[config.mk]
export PLATFORM = sky130hd
export DESIGN_NAME = kls_back_flat
export DESIGN_NICKNAME = d
export VERILOG_FILES = /design/src/rtl/kls_pkg.sv /design/src/rtl/kls_rsp_if.sv /design/src/rtl/kls_back.sv /design/src/flat_wrapper.sv
export SDC_FILE = /design/constraint.sdc
export NUM_CORES = 1
export LEC_CHECK = 0
export BUFFER_PORTS_ARGS = -buffer_cell sky130_fd_sc_hd__buf_2
export CORE_MARGIN = 8
export CORE_UTILIZATION = 24
export CTS_BUF_LIST = sky130_fd_sc_hd__clkbuf_8
export DETAILED_ROUTE_END_ITERATION = 7
export PLACE_DENSITY = 0.42
export RECOVER_POWER = 100
export SYNTH_ARGS = -nofsm -noshare
export SYNTH_HDL_FRONTEND = slang
export SYNTH_SLANG_ARGS = --single-unit
[constraint.sdc]
create_clock -name clk -period 3.33 [get_ports clk]
set_input_delay 0 -clock clk [delete_from_list [all_inputs] [get_ports clk]]
set_output_delay 0 -clock clk [all_outputs]
set_load 0.005 [all_outputs]
[src/rtl/kls_pkg.sv]
// keymap layer stack: shared types, widths and codes
// no dependencies; used by the interfaces and every module except kls_ram
package kls_pkg;

  localparam int REQ_W      = 3;
  localparam int ADDR_W     = 6;
  localparam int LIDX_W     = 5;
  localparam int KEY_W      = 16;
  localparam int CNT_W      = 6;
  localparam int MASK_W     = 32;
  localparam int CFG_IDX_W  = 2;
  localparam int CFG_DATA_W = 16;
  localparam int QDEPTH     = 2;

  localparam logic [CFG_IDX_W-1:0] CFG_LAYER_COUNT   = 2'd0;
  localparam logic [CFG_IDX_W-1:0] CFG_DEFAULT_LAYER = 2'd1;
  localparam logic [CFG_IDX_W-1:0] CFG_CLEAR_KEY     = 2'd2;

  localparam logic [CNT_W-1:0]  RST_LAYER_COUNT   = 6'd32;
  localparam logic [LIDX_W-1:0] RST_DEFAULT_LAYER = 5'd0;
  localparam logic [KEY_W-1:0]  RST_CLEAR_KEY     = 16'hFFFF;
  localparam logic [MASK_W-1:0] RST_MASK          = 32'd1;

  typedef enum logic [REQ_W-1:0] {
    OP_LOOKUP        = 3'd0,
    OP_ACTIVATE      = 3'd1,
    OP_DEACTIVATE    = 3'd2,
    OP_TOGGLE        = 3'd3,
    OP_SHIFT_PRESS   = 3'd4,
    OP_SHIFT_RELEASE = 3'd5,
    OP_LOAD          = 3'd6,
    OP_NONE          = 3'd7
  } op_t;

  typedef enum logic [1:0] {
    ST_IDLE,
    ST_LOOKUP,
    ST_RESCAN,
    ST_DONE
  } state_t;

  typedef struct packed {
    op_t               op;
    logic [ADDR_W-1:0] key_pos;
    logic [LIDX_W-1:0] layer_sel;
    logic [KEY_W-1:0]  key_data;
    logic              addr_ok;
    logic              store_ok;
  } cmd_t;

  typedef struct packed {
    logic [CNT_W-1:0]  layer_count;
    logic [LIDX_W-1:0] default_layer;
    logic [KEY_W-1:0]  clear_key;
  } cfg_t;

endpackage

[src/rtl/kls_rsp_if.sv]
// response channel: valid/ready plus one result item
// depends on kls_pkg
interface kls_rsp_if;
  import kls_pkg::*;

  logic              valid;
  logic              ready;
  logic [KEY_W-1:0]  key_value;
  logic [LIDX_W-1:0] found_layer;
  logic [LIDX_W-1:0] top_layer;
  logic [MASK_W-1:0] active_mask;

  modport source (output valid, key_value, found_layer, top_layer, active_mask, input ready);
  modport sink (input valid, key_value, found_layer, top_layer, active_mask, output ready);
endinterface

[src/rtl/kls_back.sv]
// back end: executes commands on the layer mask, top layer and keymap store
// depends on kls_pkg and kls_rsp_if; drives the port of kls_ram
module kls_back #(
  parameter int LAYERS = 32,
  parameter int KEYS   = 64
) (
  input  logic                  clk,
  input  logic                  rst,
  input  logic                  cmd_valid,
  input  kls_pkg::cmd_t         cmd,
  output logic                  cmd_pop,
  input  kls_pkg::cfg_t         cfg,
  kls_rsp_if.source             rsp,
  output logic                  ram_en,
  output logic                  ram_we,
  output logic [((LAYERS * KEYS > 1) ? $clog2(LAYERS * KEYS) : 1)-1:0] ram_addr,
  output logic [kls_pkg::KEY_W-1:0] ram_wdata,
  input  logic [kls_pkg::KEY_W-1:0] ram_rdata
);
  import kls_pkg::*;

  localparam int DEPTH = LAYERS * KEYS;
  localparam int AW    = (DEPTH > 1) ? $clog2(DEPTH) : 1;

  state_t            state, state_next;
  cmd_t              cur, cur_next;
  logic [MASK_W-1:0] mask, mask_next;
  logic [LIDX_W-1:0] top, top_next;
  logic [LIDX_W-1:0] lk_layer, lk_layer_next;
  logic [KEY_W-1:0]  key_reg, key_reg_next;
  logic              pend, pend_next;
  logic              rd_ok, rd_ok_next;
  logic [CNT_W-1:0]  ptr, ptr_next;
  logic [KEY_W-1:0]  res_key, res_key_next;
  logic [LIDX_W-1:0] res_found, res_found_next;

  logic [CNT_W-1:0]  eff;
  logic [KEY_W-1:0]  key_eff;
  logic [LIDX_W-1:0] nl;
  logic [LIDX_W-1:0] scan_idx;
  logic [LIDX_W-1:0] ram_layer;
  logic [ADDR_W-1:0] ram_key;
  logic [31:0]       lin_addr;
  logic              lidx_in;
  logic              out_load;

  assign eff      = (32'(cfg.layer_count) < 32'(LAYERS)) ? cfg.layer_count : CNT_W'(LAYERS);
  assign key_eff  = pend ? (rd_ok ? ram_rdata : '0) : key_reg;
  assign nl       = lk_layer - 1'b1;
  assign scan_idx = LIDX_W'(ptr - 1'b1);
  assign lidx_in  = {1'b0, cmd.layer_sel} < eff;
  assign lin_addr = 32'(ram_layer) * 32'(KEYS) + 32'(ram_key);
  assign ram_addr = lin_addr[AW-1:0];
  assign ram_wdata = cmd.key_data;
  assign out_load = (state == ST_DONE) && (!rsp.valid || rsp.ready);

  always_comb begin
    state_next     = state;
    cur_next       = cur;
    mask_next      = mask;
    top_next       = top;
    lk_layer_next  = lk_layer;
    key_reg_next   = key_reg;
    pend_next      = pend;
    rd_ok_next     = rd_ok;
    ptr_next       = ptr;
    res_key_next   = res_key;
    res_found_next = res_found;
    cmd_pop        = 1'b0;
    ram_en         = 1'b0;
    ram_we         = 1'b0;
    ram_layer      = cmd.layer_sel;
    ram_key        = cmd.key_pos;

    case (state)
      ST_IDLE: begin
        if (cmd_valid) begin
          cmd_pop        = 1'b1;
          cur_next       = cmd;
          res_key_next   = '0;
          res_found_next = '0;
          state_next     = ST_DONE;
          case (cmd.op)
            OP_LOOKUP: begin
              lk_layer_next = top;
              pend_next     = 1'b1;
              rd_ok_next    = (32'(top) < 32'(LAYERS)) && cmd.addr_ok;
              ram_layer     = top;
              ram_en        = rd_ok_next;
              state_next    = ST_LOOKUP;
            end
            OP_ACTIVATE: begin
              if (lidx_in && !mask[cmd.layer_sel]) begin
                mask_next[cmd.layer_sel] = 1'b1;
                if (cmd.layer_sel > top) top_next = cmd.layer_sel;
              end
            end
            OP_DEACTIVATE: begin
              if (lidx_in && mask[cmd.layer_sel]) begin
                mask_next[cmd.layer_sel] = 1'b0;
                if (cmd.layer_sel == top) begin
                  ptr_next   = eff;
                  state_next = ST_RESCAN;
                end
              end
            end
            OP_TOGGLE: begin
              if (lidx_in) begin
                mask_next[cmd.layer_sel] = !mask[cmd.layer_sel];
                if (mask[cmd.layer_sel]) begin
                  if (cmd.layer_sel == top) begin
                    ptr_next   = eff;
                    state_next = ST_RESCAN;
                  end
                end else if (cmd.layer_sel > top) begin
                  top_next = cmd.layer_sel;
                end
              end
            end
            OP_SHIFT_PRESS: begin
              if (lidx_in) top_next = cmd.layer_sel;
            end
            OP_SHIFT_RELEASE: begin
              ptr_next   = eff;
              state_next = ST_RESCAN;
            end
            OP_LOAD: begin
              ram_en = cmd.store_ok && cmd.addr_ok;
              ram_we = 1'b1;
            end
            default: begin
            end
          endcase
        end
      end
      ST_LOOKUP: begin
        ram_key = cur.key_pos;
        ram_layer = nl;
        if (lk_layer == '0 || key_eff != cfg.clear_key) begin
          res_key_next   = key_eff;
          res_found_next = lk_layer;
          state_next     = ST_DONE;
        end else begin
          lk_layer_next = nl;
          key_reg_next  = key_eff;
          pend_next     = mask[nl];
          rd_ok_next    = (32'(nl) < 32'(LAYERS)) && cur.addr_ok;
          ram_en        = mask[nl] && rd_ok_next;
        end
      end
      ST_RESCAN: begin
        if ({1'b0, ptr} > ({2'b0, cfg.default_layer} + 7'd1)) begin
          if (mask[scan_idx]) begin
            top_next   = scan_idx;
            state_next = ST_DONE;
          end else begin
            ptr_next = ptr - 1'b1;
          end
        end else begin
          top_next   = cfg.default_layer;
          state_next = ST_DONE;
        end
      end
      ST_DONE: begin
        if (out_load) state_next = ST_IDLE;
      end
      default: state_next = ST_IDLE;
    endcase
  end

  always_ff @(posedge clk) begin
    if (rst) begin
      state <= ST_IDLE;
      mask  <= RST_MASK;
      top   <= '0;
    end else begin
      state <= state_next;
      mask  <= mask_next;
      top   <= top_next;
    end
  end

  always_ff @(posedge clk) begin
    cur       <= cur_next;
    lk_layer  <= lk_layer_next;
    key_reg   <= key_reg_next;
    pend      <= pend_next;
    rd_ok     <= rd_ok_next;
    ptr       <= ptr_next;
    res_key   <= res_key_next;
    res_found <= res_found_next;
  end

  // output register
  always_ff @(posedge clk) begin
    if (rst) begin
      rsp.valid <= 1'b0;
    end else if (out_load) begin
      rsp.valid <= 1'b1;
    end else if (rsp.ready) begin
      rsp.valid <= 1'b0;
    end
  end

  always_ff @(posedge clk) begin
    if (out_load) begin
      rsp.key_value   <= res_key;
      rsp.found_layer <= res_found;
      rsp.top_layer   <= top;
      rsp.active_mask <= mask;
    end
  end

endmodule

[src/flat_wrapper.sv]
// flat-port wrapper written by rule: the top's interface ports become plain ports
module kls_back_flat import kls_pkg::*;
#(
  parameter int LAYERS = 32,
  parameter int KEYS   = 64
)
  (clk, rst, cmd_valid, cmd, cmd_pop, cfg, ram_en, ram_we, ram_addr, ram_wdata, ram_rdata, rsp_valid, rsp_key_value, rsp_found_layer, rsp_top_layer, rsp_active_mask, rsp_ready);
  kls_rsp_if rsp_i ();
  input  logic clk;
  input  logic rst;
  input  logic cmd_valid;
  input  kls_pkg::cmd_t cmd;
  output logic cmd_pop;
  input  kls_pkg::cfg_t cfg;
  output logic ram_en;
  output logic ram_we;
  output logic [((LAYERS * KEYS > 1) ? $clog2(LAYERS * KEYS) : 1)-1:0] ram_addr;
  output logic [kls_pkg::KEY_W-1:0] ram_wdata;
  input  logic [kls_pkg::KEY_W-1:0] ram_rdata;
  output wire logic [$bits(rsp_i.valid)-1:0] rsp_valid;
  output wire logic [$bits(rsp_i.key_value)-1:0] rsp_key_value;
  output wire logic [$bits(rsp_i.found_layer)-1:0] rsp_found_layer;
  output wire logic [$bits(rsp_i.top_layer)-1:0] rsp_top_layer;
  output wire logic [$bits(rsp_i.active_mask)-1:0] rsp_active_mask;
  input wire logic [$bits(rsp_i.ready)-1:0] rsp_ready;
  assign rsp_valid = rsp_i.valid;
  assign rsp_key_value = rsp_i.key_value;
  assign rsp_found_layer = rsp_i.found_layer;
  assign rsp_top_layer = rsp_i.top_layer;
  assign rsp_active_mask = rsp_i.active_mask;
  assign rsp_i.ready = rsp_ready;
  kls_back #(.LAYERS(LAYERS), .KEYS(KEYS)) u_core (.clk(clk), .rst(rst), .cmd_valid(cmd_valid), .cmd(cmd), .cmd_pop(cmd_pop), .cfg(cfg), .rsp(rsp_i), .ram_en(ram_en), .ram_we(ram_we), .ram_addr(ram_addr), .ram_wdata(ram_wdata), .ram_rdata(ram_rdata));
endmodule
==> results.yml <==
die:
  die_w_um: 203
  start_util: 0.244
  io_pins: 168
  rows: 68
  die_h_um: 203
  die_area_mm2: 0.0414
  design.core.area_mm2: 0.0345
sta:
  worst_hold_slack_ns: 0.00000199
  skew_ns: 0.0169
  finalSetupViolations: 0
  max_freq_mhz: 330
  hold_violations: 0
  maxSlewHeadroom: 0.0853
  rsz0062_at_grt: "no"
  slew_violations: 0
  worst_pin_slew_ns: 1.37
  fin_tns_setup_ns: 0
  period_needed_ns: 3.03
  layout_setup_ws_ns: 0.304
  post-route-period-util: 0.909
final_layout:
  syn2layout_area_growth_pct: 20.8
  fillers: 3698
  reg.largest.list: "u_core.mask x32, u_core.rsp.active_mask x32"
  nets: 1030
  num_antenna_cells: 0
  drive_gt1_frac: 0.179
  fin_area_mm2: 0.0102
  instances_no_fill: 1396
detailed_routing:
  route.detailed.drc: 0
  first_iter_violations: 395
  wirelength_um: 27100
  ant_nets: 0
  drtPass1Iterations: 5
  vias: 6658
  routed_via_density: 4.77
  wire_per_inst_um: 19.4
clocking:
  cts_buffers: 17
  ctsLongestPathBuffers: 2
  cts-root-buf: "clkbuf_8"
  cts_sinks: 155
  clock_latency_ns: 0.47
  cts_tree: "done"
  ctsHtreeMaxLevel: 4
  path_clk_slew_ns: 0.10
status:
  status: "complete, no violations"
power:
  switching_share: 0.361
  p_per_area_mw_per_mm2: 633
  p_int_mw: 4.12
  netSwitchingPower_mw: 2.33
  pwr-share-comb: 0.334
  ir_drop_v: 0.000262
  power.leakage_nw: 3.68
  p_seq_frac: 0.427
  clkPwrFrac: 0.240
synth:
  yosysTopAreaCellShare: 0.409
  seq_area_frac_synth: 0.504
  synth_edf_count: 115
  yosysTopAreaCell: "edfxtp_1"
  synth_area_leaders: "edfxtp_1 41%, dfxtp_1 9.5%, mux4_2 5.3%"
  synth_ff_type: "edfxtp_1"
  postSynth.asyncResetShare: 0
  syn_area_per_cell_um2: 10.9
  netlist_area_mm2: 0.00843
  ys_warn_count: 0
  yosysUniqueCellTypes: 69
  mappedNetlistNets: 877
  ys_seq_elements: 155
  postSynthCellCount: 775
placed_design:
  port_buffers: 135
  place_area_mm2: 0.00959
  dp_slack_ns: 0.242
  dp.cells: 1334
  gp_congestion: 0.793
  dp_hpwl_um: 20200
worst_setup_path:
  cp-start-kind: "flop"
  crit_required_ns: 3.72
  critPathArrivalTime_ns: 3.41
  path_class: "reg2reg"
  critical_path.max_fanout: 17
  endpoint_kind: "flop"
  reg2reg_depth: 8
worst_hold_path:
  hold_path_class: "in2out"
  whs_path_depth: 0
global_routing:
  antenna_found_initial: 0
  grt_usage: 0.130
  grt_pass1_wl_um: 41800
  grt-ovfl-total: 0
  grt_max_degree: 52
  grt_pass1_vias: 6847
flow_run:
  drv_cap: 0
==> critical path: stages (launching register included) <==
cell and delay [ns]:
dfxtp_1 0.38, mux4_1 0.50, and3_1 0.19, a31oi_1 0.26, and4_1 0.58, a21o_1 0.57, buf_12 0.22, nand3_1 0.08
a21oi_1 0.15
==> stage by stage <==
stage                     total power [mW]  utilization
after global placement                5.01        0.278
final                                 6.45        0.295
after detailed placement              5.02        0.278
after floorplan                       4.12            -
after global routing                  6.87        0.295
after CTS                             6.62        0.298
==> placed cells by master, fill, tap and decap left out, types with 10 or more instances in the layout <==
master	count
edfxtp_1	115
buf_2	74
clkbuf_1	67
a21oi_1	58
nand2_1	52
nand3_1	50
o21ai_0	47
inv_1	40
dfxtp_1	40
nor2_1	38
dlygate4sd3_1	29
mux2i_1	27
nor3_1	26
ha_1	23
mux4_2	20
clkbuf_8	17
buf_4	16
xnor2_1	15
nor2b_1	12
mux2_2	11
nand2b_1	11
and2_0	10
==> cell families (layout without fill, tap and decap cells) <==
family                     after synthesis  after routing  synth area share
DFF                                    155            155             0.504
xor gates and xnor gates                24             24            0.0249
and+or+nand+nor                        231            231             0.136
AOI/OAI and AO/OA                      179            179             0.134
adders and majority gates               23             23            0.0341
muxes                                   63             63             0.110
buffers and inverters                  100            266            0.0561
==> metal layers <==
metal / vias to the layer above / global-route usage / part of all wire
met5: - / 0 / 0
met4: 0 / 0.0399 / 0.016
met2: 200 / 0.204 / 0.46
li1: 3193 / - / -
met3: 31 / 0.0340 / 0.061
met1: 3234 / 0.174 / 0.47
==> worst paths after layout <==
kind	to	slack, ns	from
worst max-delay path	u_core.mask[6]$_SDFFE_PP0P_	0.30	u_core.mask[14]$_SDFFE_PP0P_
worst min-delay path	ram_wdata[7]	0.000002	cmd[9]
worst max register to register	u_core.mask[6]$_SDFFE_PP0P_	0.30	u_core.mask[14]$_SDFFE_PP0P_
worst min register to register	u_core.rsp.key_value[12]$_DFFE_PP_	0.43	u_core.res_key[12]$_SDFFCE_PN0P_
==> power by group through the flow <==
stage	registers [mW]	logic [mW]	clock network [mW]
floorplan	2.75	1.36	0
global placement	2.81	2.20	0
detailed placement	2.81	2.21	0
CTS	2.77	2.24	1.60
global route	2.80	2.41	1.66
finish	2.75	2.15	1.55
==> cells in the mapped netlist, types with 23 or more instances <==
| library cell | n |
|---|---|
| nand2_1 | 52 |
| ha_1 | 23 |
| nand3_1 | 50 |
| o21ai_0 | 47 |
| mux2i_1 | 27 |
| edfxtp_1 | 115 |
| a21oi_1 | 58 |
| nor3_1 | 26 |
| nor2_1 | 39 |
| dfxtp_1 | 40 |
| inv_1 | 40 |
| clkbuf_1 | 25 |
==> final cells by class <==
type                            instances  area [um2]  area share
Tap cell                              455         569      0.0559
Clock inverter                         15         188      0.0184
Clock buffer                           17         234      0.0230
Multi-Input combinational cell        520        3710       0.364
Inverter                               44         165      0.0162
Timing Repair Buffer                  190        1070       0.105
Sequential cell                       155        4250       0.418
==> what timing repair did <==
| action | 4_1_cts | 5_1_grt |
|---|---|---|
| buffers inserted | 0 | 1 |
| setup endpoints to repair | 1 | 1 |
| hold buffers | 29 | 0 |
| endpoints found under the hold margin | 39 | 0 |
| gates resized for setup | 1 | 1 |
No activity file was read; power rests on OpenSTA's default activity.
